**src/dmac_pkg.sv**
```systemverilog
// ----------------------------------------------------------------------------
// dmac_pkg
// Shared types, register codes and address checks of the DMA channel core.
// ----------------------------------------------------------------------------
package dmac_pkg;

  // number of implemented channels (address bits 6-4 pick one of eight)
  localparam int unsigned DMAC_CHANNELS = 8;
  localparam int unsigned CH_W          = 3;
  localparam int unsigned SPARE_SLOTS   = 5;

  // register window: reg id is address & mask, block base in the upper bits
  localparam logic [15:0] DMAC_REG_MASK = 16'hFF8F;
  localparam logic [15:0] DMAC_REG_BASE = 16'h4300;

  // A-bus regions that may not be the other side of a transfer
  localparam logic [23:0] A_BBUS_MASK  = 24'h40FF00;
  localparam logic [23:0] A_BBUS_BASE  = 24'h002100;
  localparam logic [23:0] A_OLDIO_MASK = 24'h40FE00;
  localparam logic [23:0] A_OLDIO_BASE = 24'h004000;
  localparam logic [23:0] A_CPUIO_MASK = 24'h40FFE0;
  localparam logic [23:0] A_CPUIO_BASE = 24'h004200;
  localparam logic [23:0] A_DMAIO_MASK = 24'h40FF80;
  localparam logic [23:0] A_DMAIO_BASE = 24'h004300;

  // work RAM detection for the data port check
  localparam logic [23:0] WRAM_BANK_MASK = 24'hFE0000;
  localparam logic [23:0] WRAM_BANK_BASE = 24'h7E0000;
  localparam logic [23:0] WRAM_LOW_MASK  = 24'h40E000;
  localparam logic [7:0]  WRAM_DATA_PORT = 8'h80;

  // control byte fields
  localparam int unsigned CTL_DIR     = 7;
  localparam int unsigned CTL_REVERSE = 4;
  localparam int unsigned CTL_FIXED   = 3;

  // register codes (low address nibble)
  localparam logic [3:0] REG_CONTROL  = 4'h0;
  localparam logic [3:0] REG_BBASE    = 4'h1;
  localparam logic [3:0] REG_SRC_LO   = 4'h2;
  localparam logic [3:0] REG_SRC_HI   = 4'h3;
  localparam logic [3:0] REG_SRC_BANK = 4'h4;
  localparam logic [3:0] REG_CNT_LO   = 4'h5;
  localparam logic [3:0] REG_CNT_HI   = 4'h6;
  localparam logic [3:0] REG_IND_BANK = 4'h7;
  localparam logic [3:0] REG_TBL_LO   = 4'h8;
  localparam logic [3:0] REG_TBL_HI   = 4'h9;
  localparam logic [3:0] REG_LINE_CNT = 4'hA;
  localparam logic [3:0] REG_UNUSED   = 4'hB;
  localparam logic [3:0] REG_UNUSED_M = 4'hF;

  typedef enum logic [1:0] {
    ACT_READ   = 2'd0,
    ACT_WRITE  = 2'd1,
    ACT_ENABLE = 2'd2,
    ACT_STEP   = 2'd3
  } action_e;

  typedef enum logic {
    KIND_READ = 1'b0,
    KIND_XFER = 1'b1
  } kind_e;

  // request from the sequencer into the channel register file
  typedef struct packed {
    logic            wr;
    logic            step;
    logic            sel_ok;
    logic [CH_W-1:0] ch;
    logic [3:0]      rsel;
    logic [7:0]      data;
    logic [CH_W-1:0] step_ch;
  } rf_req_t;

  // registers of the channel chosen for a transfer step
  typedef struct packed {
    logic [7:0]  ctl;
    logic [7:0]  base;
    logic [15:0] offset;
    logic [7:0]  bank;
    logic [15:0] count;
  } rf_view_t;

  // one result beat
  typedef struct packed {
    logic            kind;
    logic [7:0]      read_data;
    logic [23:0]     a_address;
    logic [7:0]      b_register;
    logic            b_to_a;
    logic            a_access_allowed;
    logic            wram_pair_allowed;
    logic [CH_W-1:0] channel;
    logic            channel_done;
  } rsp_t;

  // B register offset for the transfer unit pattern
  function automatic logic [1:0] pat_offset(logic [2:0] mode, logic [1:0] pos);
    logic [1:0] off;
    off = 2'd0;
    case (mode)
      3'd1, 3'd5: off = {1'b0, pos[0]};
      3'd3, 3'd7: off = {1'b0, pos[1]};
      3'd4:       off = pos;
      default:    off = 2'd0;
    endcase
    return off;
  endfunction

  function automatic logic a_ok(logic [23:0] a);
    return !(((a & A_BBUS_MASK) == A_BBUS_BASE) ||
             ((a & A_OLDIO_MASK) == A_OLDIO_BASE) ||
             ((a & A_CPUIO_MASK) == A_CPUIO_BASE) ||
             ((a & A_DMAIO_MASK) == A_DMAIO_BASE));
  endfunction

  function automatic logic wram_ok(logic [7:0] b, logic [23:0] a);
    logic is_wram;
    is_wram = ((a & WRAM_BANK_MASK) == WRAM_BANK_BASE) || ((a & WRAM_LOW_MASK) == 24'h0);
    return (b != WRAM_DATA_PORT) || !is_wram;
  endfunction

  // spare byte slot of a register code (only valid for spare codes)
  function automatic logic [2:0] spare_slot(logic [3:0] rsel);
    logic [2:0] s;
    s = 3'd0;
    case (rsel)
      REG_IND_BANK: s = 3'd0;
      REG_TBL_LO:   s = 3'd1;
      REG_TBL_HI:   s = 3'd2;
      REG_LINE_CNT: s = 3'd3;
      default:      s = 3'd4;
    endcase
    return s;
  endfunction

endpackage

```
**src/dmac_if.sv**
```systemverilog
// ----------------------------------------------------------------------------
// dmac_in_if / dmac_out_if
// Valid/ready channels for CPU requests and result beats of the DMA core.
// ----------------------------------------------------------------------------
interface dmac_in_if ();
  logic        valid;
  logic        ready;
  logic [1:0]  action;
  logic [15:0] address;
  logic [7:0]  write_data;
  logic [7:0]  open_bus_value;

  modport source (output valid, action, address, write_data, open_bus_value,
                  input ready);
  modport sink (input valid, action, address, write_data, open_bus_value,
                output ready);
endinterface

interface dmac_out_if ();
  logic        valid;
  logic        ready;
  logic        kind;
  logic [7:0]  read_data;
  logic [23:0] a_address;
  logic [7:0]  b_register;
  logic        b_to_a;
  logic        a_access_allowed;
  logic        wram_pair_allowed;
  logic [2:0]  channel;
  logic        channel_done;

  modport source (output valid, kind, read_data, a_address, b_register, b_to_a,
                  a_access_allowed, wram_pair_allowed, channel, channel_done,
                  input ready);
  modport sink (input valid, kind, read_data, a_address, b_register, b_to_a,
                a_access_allowed, wram_pair_allowed, channel, channel_done,
                output ready);
endinterface

```
**src/dmac_regfile.sv**
```systemverilog
// ----------------------------------------------------------------------------
// dmac_regfile
// Per-channel register file: CPU byte reads and writes, and the source
// address and byte count update of a transfer step.
// ----------------------------------------------------------------------------
module dmac_regfile (
  input  logic               clk_i,
  input  logic               rst_ni,
  input  dmac_pkg::rf_req_t  req_i,
  output logic [7:0]         rd_data_o,
  output logic               rd_hit_o,
  output dmac_pkg::rf_view_t view_o
);

  dmac_pkg::rf_view_t chan_q  [dmac_pkg::DMAC_CHANNELS];
  // spare bytes of one channel kept together, one word per channel
  logic [dmac_pkg::SPARE_SLOTS-1:0][7:0] spare_q [dmac_pkg::DMAC_CHANNELS];

  dmac_pkg::rf_view_t rd_ch;
  dmac_pkg::rf_view_t st_ch;
  logic [2:0]         slot;

  assign slot  = dmac_pkg::spare_slot(req_i.rsel);
  assign rd_ch = chan_q[req_i.ch];
  assign st_ch = chan_q[req_i.step_ch];

  // view of the stepping channel
  assign view_o = st_ch;

  // register read decode
  always_comb begin
    rd_data_o = 8'h00;
    rd_hit_o  = req_i.sel_ok;
    unique case (req_i.rsel) inside
      dmac_pkg::REG_CONTROL:  rd_data_o = rd_ch.ctl;
      dmac_pkg::REG_BBASE:    rd_data_o = rd_ch.base;
      dmac_pkg::REG_SRC_LO:   rd_data_o = rd_ch.offset[7:0];
      dmac_pkg::REG_SRC_HI:   rd_data_o = rd_ch.offset[15:8];
      dmac_pkg::REG_SRC_BANK: rd_data_o = rd_ch.bank;
      dmac_pkg::REG_CNT_LO:   rd_data_o = rd_ch.count[7:0];
      dmac_pkg::REG_CNT_HI:   rd_data_o = rd_ch.count[15:8];
      dmac_pkg::REG_IND_BANK, dmac_pkg::REG_TBL_LO, dmac_pkg::REG_TBL_HI,
      dmac_pkg::REG_LINE_CNT, dmac_pkg::REG_UNUSED, dmac_pkg::REG_UNUSED_M:
        rd_data_o = spare_q[req_i.ch][slot];
      default: rd_hit_o = 1'b0;
    endcase
  end

  // register writes and step updates
  always_ff @(posedge clk_i or negedge rst_ni) begin
    if (!rst_ni) begin
      for (int c = 0; c < dmac_pkg::DMAC_CHANNELS; c++) begin
        chan_q[c]  <= '0;
        spare_q[c] <= '0;
      end
    end else if (req_i.step) begin
      if (!st_ch.ctl[dmac_pkg::CTL_FIXED]) begin
        if (st_ch.ctl[dmac_pkg::CTL_REVERSE]) begin
          chan_q[req_i.step_ch].offset <= st_ch.offset - 16'd1;
        end else begin
          chan_q[req_i.step_ch].offset <= st_ch.offset + 16'd1;
        end
      end
      chan_q[req_i.step_ch].count <= st_ch.count - 16'd1;
    end else if (req_i.wr && req_i.sel_ok) begin
      unique case (req_i.rsel) inside
        dmac_pkg::REG_CONTROL:  chan_q[req_i.ch].ctl          <= req_i.data;
        dmac_pkg::REG_BBASE:    chan_q[req_i.ch].base         <= req_i.data;
        dmac_pkg::REG_SRC_LO:   chan_q[req_i.ch].offset[7:0]  <= req_i.data;
        dmac_pkg::REG_SRC_HI:   chan_q[req_i.ch].offset[15:8] <= req_i.data;
        dmac_pkg::REG_SRC_BANK: chan_q[req_i.ch].bank         <= req_i.data;
        dmac_pkg::REG_CNT_LO:   chan_q[req_i.ch].count[7:0]   <= req_i.data;
        dmac_pkg::REG_CNT_HI:   chan_q[req_i.ch].count[15:8]  <= req_i.data;
        dmac_pkg::REG_IND_BANK, dmac_pkg::REG_TBL_LO, dmac_pkg::REG_TBL_HI,
        dmac_pkg::REG_LINE_CNT, dmac_pkg::REG_UNUSED, dmac_pkg::REG_UNUSED_M:
          spare_q[req_i.ch][slot] <= req_i.data;
        default: ;
      endcase
    end
  end

endmodule

```
**src/dma_channel_register_and_transfer_core.sv**
```systemverilog
// ----------------------------------------------------------------------------
// dma_channel_register_and_transfer_core
// Eight-channel general DMA: register file access and byte transfer commands.
//
//   port    dir  beat contents
//   req_i   in   action, address, write_data, open_bus_value
//   rsp_o   out  kind, read_data, transfer command fields, channel, done
//
// A request beat lands in the input register and is executed from there
// into the result register: one beat per cycle sustained while no read or
// step waits on a stalled result. Reads and steps with a running channel
// give one result beat, writes, enable writes and idle steps give none. A
// stalled result holds a read or a step with a running channel in the
// execute stage; writes pass, and the input register takes a beat whenever
// the execute stage drains. Reset clears the channel registers, run flags
// and valid bits; the data registers are not reset.
// ----------------------------------------------------------------------------
module dma_channel_register_and_transfer_core (
  input  logic      clk_i,
  input  logic      rst_ni,
  dmac_in_if.sink   req_i,
  dmac_out_if.source rsp_o
);

  localparam int unsigned CH = dmac_pkg::DMAC_CHANNELS;

  // input register
  logic        s_valid_q;
  logic [1:0]  s_action_q;
  logic [15:0] s_addr_q;
  logic [7:0]  s_wdata_q;
  logic [7:0]  s_obus_q;

  // run state
  logic [CH-1:0] run_q, run_d;
  logic [1:0]    pos_q, pos_d;

  // result register
  logic           out_valid_q;
  dmac_pkg::rsp_t out_q;

  dmac_pkg::rf_req_t  rf_req;
  dmac_pkg::rf_view_t view;
  logic [7:0]         rd_data;
  logic               rd_hit;

  logic [15:0]                 masked;
  logic [dmac_pkg::CH_W-1:0]   ch;
  logic                        sel_ok;
  logic                        is_read, is_write, is_enable, is_step;
  logic                        found;
  logic [dmac_pkg::CH_W-1:0]   step_ch;
  logic                        emit, out_free, adv;
  logic [23:0]                 a_addr;
  logic [7:0]                  b_reg;
  logic                        done;
  dmac_pkg::rsp_t              rsp_d;

  // decode of the held request
  assign masked    = s_addr_q & dmac_pkg::DMAC_REG_MASK;
  assign ch        = s_addr_q[6:4];
  assign sel_ok    = (masked[15:4] == dmac_pkg::DMAC_REG_BASE[15:4]) &&
                     ({1'b0, ch} < 4'(CH));
  assign is_read   = s_action_q == dmac_pkg::ACT_READ;
  assign is_write  = s_action_q == dmac_pkg::ACT_WRITE;
  assign is_enable = s_action_q == dmac_pkg::ACT_ENABLE;
  assign is_step   = s_action_q == dmac_pkg::ACT_STEP;

  // lowest running channel
  always_comb begin
    step_ch = '0;
    for (int c = CH - 1; c >= 0; c--) begin
      if (run_q[c]) step_ch = dmac_pkg::CH_W'(c);
    end
  end
  assign found = |run_q;

  // handshake and stage advance
  assign emit        = is_read || (is_step && found);
  assign out_free    = !out_valid_q || rsp_o.ready;
  assign adv         = s_valid_q && (!emit || out_free);
  assign req_i.ready = !s_valid_q || adv;

  assign rf_req = '{
    wr:      adv && is_write,
    step:    adv && is_step && found,
    sel_ok:  sel_ok,
    ch:      ch,
    rsel:    s_addr_q[3:0],
    data:    s_wdata_q,
    step_ch: step_ch
  };

  dmac_regfile u_regfile (
    .clk_i     (clk_i),
    .rst_ni    (rst_ni),
    .req_i     (rf_req),
    .rd_data_o (rd_data),
    .rd_hit_o  (rd_hit),
    .view_o    (view)
  );

  // transfer command
  assign a_addr = {view.bank, view.offset};
  assign b_reg  = view.base + {6'd0, dmac_pkg::pat_offset(view.ctl[2:0], pos_q)};
  assign done   = view.count == 16'd1;

  always_comb begin
    rsp_d = '0;
    if (is_read) begin
      rsp_d.kind      = dmac_pkg::KIND_READ;
      rsp_d.read_data = rd_hit ? rd_data : s_obus_q;
    end else begin
      rsp_d.kind              = dmac_pkg::KIND_XFER;
      rsp_d.a_address         = a_addr;
      rsp_d.b_register        = b_reg;
      rsp_d.b_to_a            = view.ctl[dmac_pkg::CTL_DIR];
      rsp_d.a_access_allowed  = dmac_pkg::a_ok(a_addr);
      rsp_d.wram_pair_allowed = dmac_pkg::wram_ok(b_reg, a_addr);
      rsp_d.channel           = step_ch;
      rsp_d.channel_done      = done;
    end
  end

  // run flags and pattern position
  always_comb begin
    run_d = run_q;
    pos_d = pos_q;
    if (adv && is_enable) begin
      run_d = s_wdata_q[CH-1:0];
      pos_d = 2'd0;
    end else if (rf_req.step) begin
      if (done) begin
        run_d[step_ch] = 1'b0;
        pos_d          = 2'd0;
      end else begin
        pos_d = pos_q + 2'd1;
      end
    end
  end

  always_ff @(posedge clk_i or negedge rst_ni) begin
    if (!rst_ni) begin
      run_q <= '0;
      pos_q <= 2'd0;
    end else begin
      run_q <= run_d;
      pos_q <= pos_d;
    end
  end

  // input register
  always_ff @(posedge clk_i or negedge rst_ni) begin
    if (!rst_ni) begin
      s_valid_q <= 1'b0;
    end else if (req_i.ready) begin
      s_valid_q <= req_i.valid;
    end
  end

  always_ff @(posedge clk_i) begin
    if (req_i.valid && req_i.ready) begin
      s_action_q <= req_i.action;
      s_addr_q   <= req_i.address;
      s_wdata_q  <= req_i.write_data;
      s_obus_q   <= req_i.open_bus_value;
    end
  end

  // result register
  always_ff @(posedge clk_i or negedge rst_ni) begin
    if (!rst_ni) begin
      out_valid_q <= 1'b0;
    end else if (adv && emit) begin
      out_valid_q <= 1'b1;
    end else if (rsp_o.ready) begin
      out_valid_q <= 1'b0;
    end
  end

  always_ff @(posedge clk_i) begin
    if (adv && emit) begin
      out_q <= rsp_d;
    end
  end

  assign rsp_o.valid             = out_valid_q;
  assign rsp_o.kind              = out_q.kind;
  assign rsp_o.read_data         = out_q.read_data;
  assign rsp_o.a_address         = out_q.a_address;
  assign rsp_o.b_register        = out_q.b_register;
  assign rsp_o.b_to_a            = out_q.b_to_a;
  assign rsp_o.a_access_allowed  = out_q.a_access_allowed;
  assign rsp_o.wram_pair_allowed = out_q.wram_pair_allowed;
  assign rsp_o.channel           = out_q.channel;
  assign rsp_o.channel_done      = out_q.channel_done;

  // checks
  a_enable_clears_pos: assert property (@(posedge clk_i) disable iff (!rst_ni)
    adv && is_enable |=> pos_q == 2'd0)
    else $error("pattern position not cleared by enable write");

  a_done_clears_run: assert property (@(posedge clk_i) disable iff (!rst_ni)
    rf_req.step && done |=> !run_q[$past(step_ch)])
    else $error("finished channel still running");

  a_no_overwrite: assert property (@(posedge clk_i) disable iff (!rst_ni)
    out_valid_q && !rsp_o.ready |=> out_valid_q && $stable(out_q))
    else $error("pending result beat lost or changed");

  a_read_clean: assert property (@(posedge clk_i) disable iff (!rst_ni)
    out_valid_q && out_q.kind == dmac_pkg::KIND_READ |->
      out_q.a_address == 24'h0 && out_q.channel == '0 && !out_q.channel_done)
    else $error("read beat carries transfer fields");

endmodule
```
**src/flat_wrapper.sv**
```systemverilog
// flat-port wrapper written by rule: the top's interface ports become plain ports
module dma_channel_register_and_transfer_core_flat 
  (clk_i, rst_ni, req_i_valid, req_i_action, req_i_address, req_i_write_data, req_i_open_bus_value, req_i_ready, rsp_o_valid, rsp_o_kind, rsp_o_read_data, rsp_o_a_address, rsp_o_b_register, rsp_o_b_to_a, rsp_o_a_access_allowed, rsp_o_wram_pair_allowed, rsp_o_channel, rsp_o_channel_done, rsp_o_ready);
  dmac_in_if req_i_i ();
  dmac_out_if rsp_o_i ();
  input  logic clk_i;
  input  logic rst_ni;
  input wire logic [$bits(req_i_i.valid)-1:0] req_i_valid;
  input wire logic [$bits(req_i_i.action)-1:0] req_i_action;
  input wire logic [$bits(req_i_i.address)-1:0] req_i_address;
  input wire logic [$bits(req_i_i.write_data)-1:0] req_i_write_data;
  input wire logic [$bits(req_i_i.open_bus_value)-1:0] req_i_open_bus_value;
  output wire logic [$bits(req_i_i.ready)-1:0] req_i_ready;
  output wire logic [$bits(rsp_o_i.valid)-1:0] rsp_o_valid;
  output wire logic [$bits(rsp_o_i.kind)-1:0] rsp_o_kind;
  output wire logic [$bits(rsp_o_i.read_data)-1:0] rsp_o_read_data;
  output wire logic [$bits(rsp_o_i.a_address)-1:0] rsp_o_a_address;
  output wire logic [$bits(rsp_o_i.b_register)-1:0] rsp_o_b_register;
  output wire logic [$bits(rsp_o_i.b_to_a)-1:0] rsp_o_b_to_a;
  output wire logic [$bits(rsp_o_i.a_access_allowed)-1:0] rsp_o_a_access_allowed;
  output wire logic [$bits(rsp_o_i.wram_pair_allowed)-1:0] rsp_o_wram_pair_allowed;
  output wire logic [$bits(rsp_o_i.channel)-1:0] rsp_o_channel;
  output wire logic [$bits(rsp_o_i.channel_done)-1:0] rsp_o_channel_done;
  input wire logic [$bits(rsp_o_i.ready)-1:0] rsp_o_ready;
  assign req_i_i.valid = req_i_valid;
  assign req_i_i.action = req_i_action;
  assign req_i_i.address = req_i_address;
  assign req_i_i.write_data = req_i_write_data;
  assign req_i_i.open_bus_value = req_i_open_bus_value;
  assign req_i_ready = req_i_i.ready;
  assign rsp_o_valid = rsp_o_i.valid;
  assign rsp_o_kind = rsp_o_i.kind;
  assign rsp_o_read_data = rsp_o_i.read_data;
  assign rsp_o_a_address = rsp_o_i.a_address;
  assign rsp_o_b_register = rsp_o_i.b_register;
  assign rsp_o_b_to_a = rsp_o_i.b_to_a;
  assign rsp_o_a_access_allowed = rsp_o_i.a_access_allowed;
  assign rsp_o_wram_pair_allowed = rsp_o_i.wram_pair_allowed;
  assign rsp_o_channel = rsp_o_i.channel;
  assign rsp_o_channel_done = rsp_o_i.channel_done;
  assign rsp_o_i.ready = rsp_o_ready;
  dma_channel_register_and_transfer_core u_core (.clk_i(clk_i), .rst_ni(rst_ni), .req_i(req_i_i), .rsp_o(rsp_o_i));
endmodule
```
**config.mk**
```make
export PLATFORM = sky130hd
export DESIGN_NAME = dma_channel_register_and_transfer_core_flat
export DESIGN_NICKNAME = d
export VERILOG_FILES = /design/src/dmac_pkg.sv /design/src/dmac_if.sv /design/src/dmac_regfile.sv /design/src/dma_channel_register_and_transfer_core.sv /design/src/flat_wrapper.sv
export SDC_FILE = /design/constraint.sdc
export NUM_CORES = 2
export LEC_CHECK = 0
export BUFFER_PORTS_ARGS = -buffer_cell sky130_fd_sc_hd__buf_4
export CORE_UTILIZATION = 43
export CTS_BUF_LIST = sky130_fd_sc_hd__clkbuf_2 sky130_fd_sc_hd__clkbuf_4 sky130_fd_sc_hd__clkbuf_8
export DETAILED_ROUTE_END_ITERATION = 12
export GPL_TIMING_DRIVEN = 0
export HOLD_SLACK_MARGIN = 0.03
export PLACE_DENSITY_LB_ADDON = 0.25
export SETUP_SLACK_MARGIN = 0.15
export SYNTH_ARGS = -nofsm -noshare
export SYNTH_HDL_FRONTEND = slang
export SYNTH_SLANG_ARGS = --single-unit
```
**constraint.sdc**
```tcl
create_clock -name clk_i -period 5.41 [get_ports clk_i]
set_clock_uncertainty 0.15 [all_clocks]
set_input_delay 0.2705 -clock clk_i [delete_from_list [all_inputs] [get_ports clk_i]]
set_output_delay 0.2705 -clock clk_i [all_outputs]
set_load 0.1 [all_outputs]
```
==> summary.txt <==
GRT
  • Initial antenna violation count: 26
  • All-Layer GR Usage: 0.4762
  • GR Overflow Total: 0
  • Largest net degree at the start of global routing: 122
  • First-pass GRT wire length: 339.6 mm
  • Vias in the first global route: slightly above 40000

Pwr
  • Clock group share of total power: 0.312
  • Power per cell area: just over 400 nW/um^2
  • Max IR drop VDD: 0.2568 mV
  • Sw Share: 0.4083
  • Comb pwr share: 0.301
  • Cell Int Power: 12.69 mW
  • Total power: 21.44 mW
  • Sequential share of power: 0.387
  • Leak Pwr: roughly 22 nW
  • Net Switching: about 8.8 mW

Synthesis
  • Synthesis-stage register bit count: approximately 860
  • Yosys cell types: between 100 and 150
  • Ranking of synthesized cells by area: dfrtp_1, mux2_2, a22oi_1
  • Mapped cell area: ~44000 sq um
  • Top-area cell type share of the netlist area: 0.4395
  • Synthesized instance count: around 4200
  • Cell taking the most area after synthesis: dfrtp_1
  • Avg Inst Size Synth: between 10 and 15 sq um
  • Number of synthesized flops with an enable pin: just over 80
  • Synthesis Warnings: 0
  • Ys async rst share: 0.9049
  • Sequential share of the synthesized area: 0.4950
  • Mapped Nets: about 4200
  • Synth Flop Type: dfrtp_1

Finish
  • Share of cells above drive strength 1: 0.2520
  • Fill cell count: 9382
  • Final net count: between 4000 and 5000
  • Synthesis-to-layout area growth: 17.19%
  • Commonest non-fill, non-tap cell in the layout: dfrtp_1
  • Highest-count cells in the layout ignoring fill and taps: dfrtp_1, mux2_2, a22oi_1

Floorplanning
  • Die width: 323.4 um
  • Die ar.: 104600 sq um
  • Core area: roughly 100000 sq um
  • Ports: 88
  • Cell Rows: ~120
  • Chip height: between 300 and 400 um
  • Initial core utilization: 0.4352

Setup path
  • Arr. time, crit path: around 6300 ps
  • Setup crit start kind: flop
  • Crit-path max cell delay: just under 900 ps
  • Critical path class: reg2reg
  • Crit path max fanout: 11
  • Critical path required time: ~6000 ps
  • Worst path buffer plus inverter count: 2
  • Worst-path cell chain: nor4_2 -> a21oi_4 -> clkbuf_4 -> clkbuf_4 -> nor2_2 -> nand2_1 -> a21oi_1 -> nand2_1 -> a22oi_1 -> o21ai_0
  • Type of destination of the critical path: flop
  • Worst path slowest cell: nand2_1
  • Crit-path leading delay family: simple AND/OR/NAND/NOR gates

Routing
  • DRT iter0 DRCs: roughly 9000
  • Vias per inst: 7.425
  • 1st-pass router iterations: 8
  • WL per Instance: about 42 um
  • Via count: 44908
  • Final wirelength: approximately 250 mm
  • Residual DRC: 0
  • Routed Antenna Nets: 0

CTS
  • Worst skew pair latency: 910 ps
  • Num CTS Buffers: about 160
  • Htree depth: 4
  • Clock Sinks: about 860
  • Clk slew on worst S/H paths: 60 ps
  • Max clock buf depth: 3
  • CTS root buffer: clkbuf_8
  • CTS tree: built

Timing
  • Final worst slack: -289.8 ps
  • Fin crit period: approximately 5700 ps
  • Final hold vios: 0
  • RSZ-0062 raised after global routing: true
  • Achievable Freq: 175.4 MHz
  • Final period util: 1.054
  • Slew HR: -0.09372
  • Setup TNS: -3334 ps
  • Worst slew pin tran: approximately 1600 ps
  • Min Hold Slack: 202.5 ps
  • Final setup viols: 21
  • Final slew viol count: 126

Run
  • Max-Cap Viols: 13

Placement
  • Place WS: -1972 ps
  • IO Port Bufs: 87
  • GPL Wtd Cong: 1.134
  • DP HPWL: roughly 170 mm

Hold path
  • Worst hold path class: in2reg

Run status
  • Status: complete, but fails checks
  • Failing checks: max-capacitance violations, max-slew violations, negative setup slack
-- cell families (layout without fill, tap and decap cells) --
logic type	Yosys count	count (layout)	synth area share
AO/OA/AOI/OAI	1454	1454	0.2255
buffers and inverters	358	835	0.03209
XOR/XNOR	34	34	0.008059
other	0	26	0
adder cells (fa/ha/maj)	7	7	0.002141
multiplexers	584	584	0.1475
flip-flops	862	862	0.4950
AND/OR/NAND/NOR	878	878	0.08977
-- metrics by stage --
step | util | area [sq um] | instances
finish | 0.5100 | 52040 | 6048
floorplan | - | 44410 | 4177
detailed placement | 0.4634 | 47280 | 5655
global route | 0.5095 | 51990 | 6028
CTS | 0.5065 | 51680 | 6009
global placement | 0.4584 | 46770 | 5632
-- registers in the layout, summed over array words and instances (netlist names) --
register	cells
u_core.rsp_o.a_access_allowed	1
u_core.s_action_q	2
u_core.pos_q	2
u_core.rsp_o.wram_pair_allowed	1
u_core.rsp_o.channel	3
u_core.s_obus_q	8
u_core.rsp_o.read_data	8
u_core.rsp_o.valid	1
u_core.s_wdata_q	8
u_core.rsp_o.b_to_a	1
u_core.u_regfile.chan_q	448
u_core.rsp_o.kind	1
u_core.rsp_o.b_register	8
u_core.u_regfile.spare_q	320
u_core.run_q	8
u_core.s_valid_q	1
u_core.s_addr_q	16
u_core.rsp_o.channel_done	1
u_core.rsp_o.a_address	24
-- Yosys cell counts, types with 26 or more instances --
cell type and count:
nand2_1 329, o21ai_0 209, a221oi_1 88, a31oi_1 45, a32oi_1 26, a22o_1 33
nand3_1 67, clkbuf_1 259, a41oi_1 35, nor3_1 30, nor4_1 26, a22oi_1 346
mux2_2 532, o211ai_1 30, nor2_1 292, a21oi_1 218, o221ai_1 56, o21ai_1 63
a211oi_1 45, buf_1 36, buf_2 26, o22ai_1 136, edfxtp_1 82, mux2i_1 49
dfrtp_1 780
-- power groups by stage --
stage | sequential (mW) | combinational (mW) | clock (mW)
global placement | 8.28 | 5.70 | 0
finish | 8.30 | 6.45 | 6.69
CTS | 8.17 | 5.90 | 6.65
floorplan | 8.12 | 3.19 | 0
detailed placement | 8.27 | 5.77 | 0
global route | 8.29 | 6.50 | 6.93
-- routing by layer --
metal,track usage,wire length [um]
met5,0.01250,207
met4,0.3522,22890
met3,0.2566,42320
met2,0.6204,96530
met1,0.5845,89670
-- repair_timing --
item	CTS	global route
gates resized for setup	118	69
endpoints found under the setup margin	442	113
pin swaps	1	4
endpoints found under the hold margin	584	0
hold buffers	75	0
buffers inserted	3	13
-- tightest hold or removal path: cells and delay by family --
family,cells,cell delay [ps]
and+or+nand+nor,2,270
buffers and inverters,2,630
-- final timing paths --
kind,startpoint,endpoint,slack [ps],cells after the start
setup / recovery,u_core.run_q[6],u_core.u_regfile.chan_q[368],-290,10
hold / removal,rsp_o_ready,u_core.rsp_o.valid,200,4
setup reg to reg,u_core.run_q[6],u_core.u_regfile.chan_q[368],-290,10
hold reg to reg,u_core.u_regfile.spare_q[236],u_core.u_regfile.spare_q[236],350,1
max in group asynchronous,rst_ni,u_core.u_regfile.spare_q[179],3120,6
min in group asynchronous,rst_ni,u_core.u_regfile.chan_q[252],500,4
-- area by class of cell --
| cell class | instances | area, sq um | share of cell area |
|---|---|---|---|
| buffer | 329 | 1500 | 0.02883 |
| timing repair buffer | 201 | 1976 | 0.03796 |
| antenna | 26 | 65.06 | 0.001250 |
| clock inverter | 36 | 322.8 | 0.006203 |
| inverter | 27 | 103.9 | 0.001996 |
| multi-input combinational | 2957 | 21410 | 0.4113 |
| sequential | 862 | 21980 | 0.4224 |
| tap | 1368 | 1712 | 0.03289 |
| clock buffer | 242 | 2974 | 0.05715 |
Power figures use the tool's default switching activity.
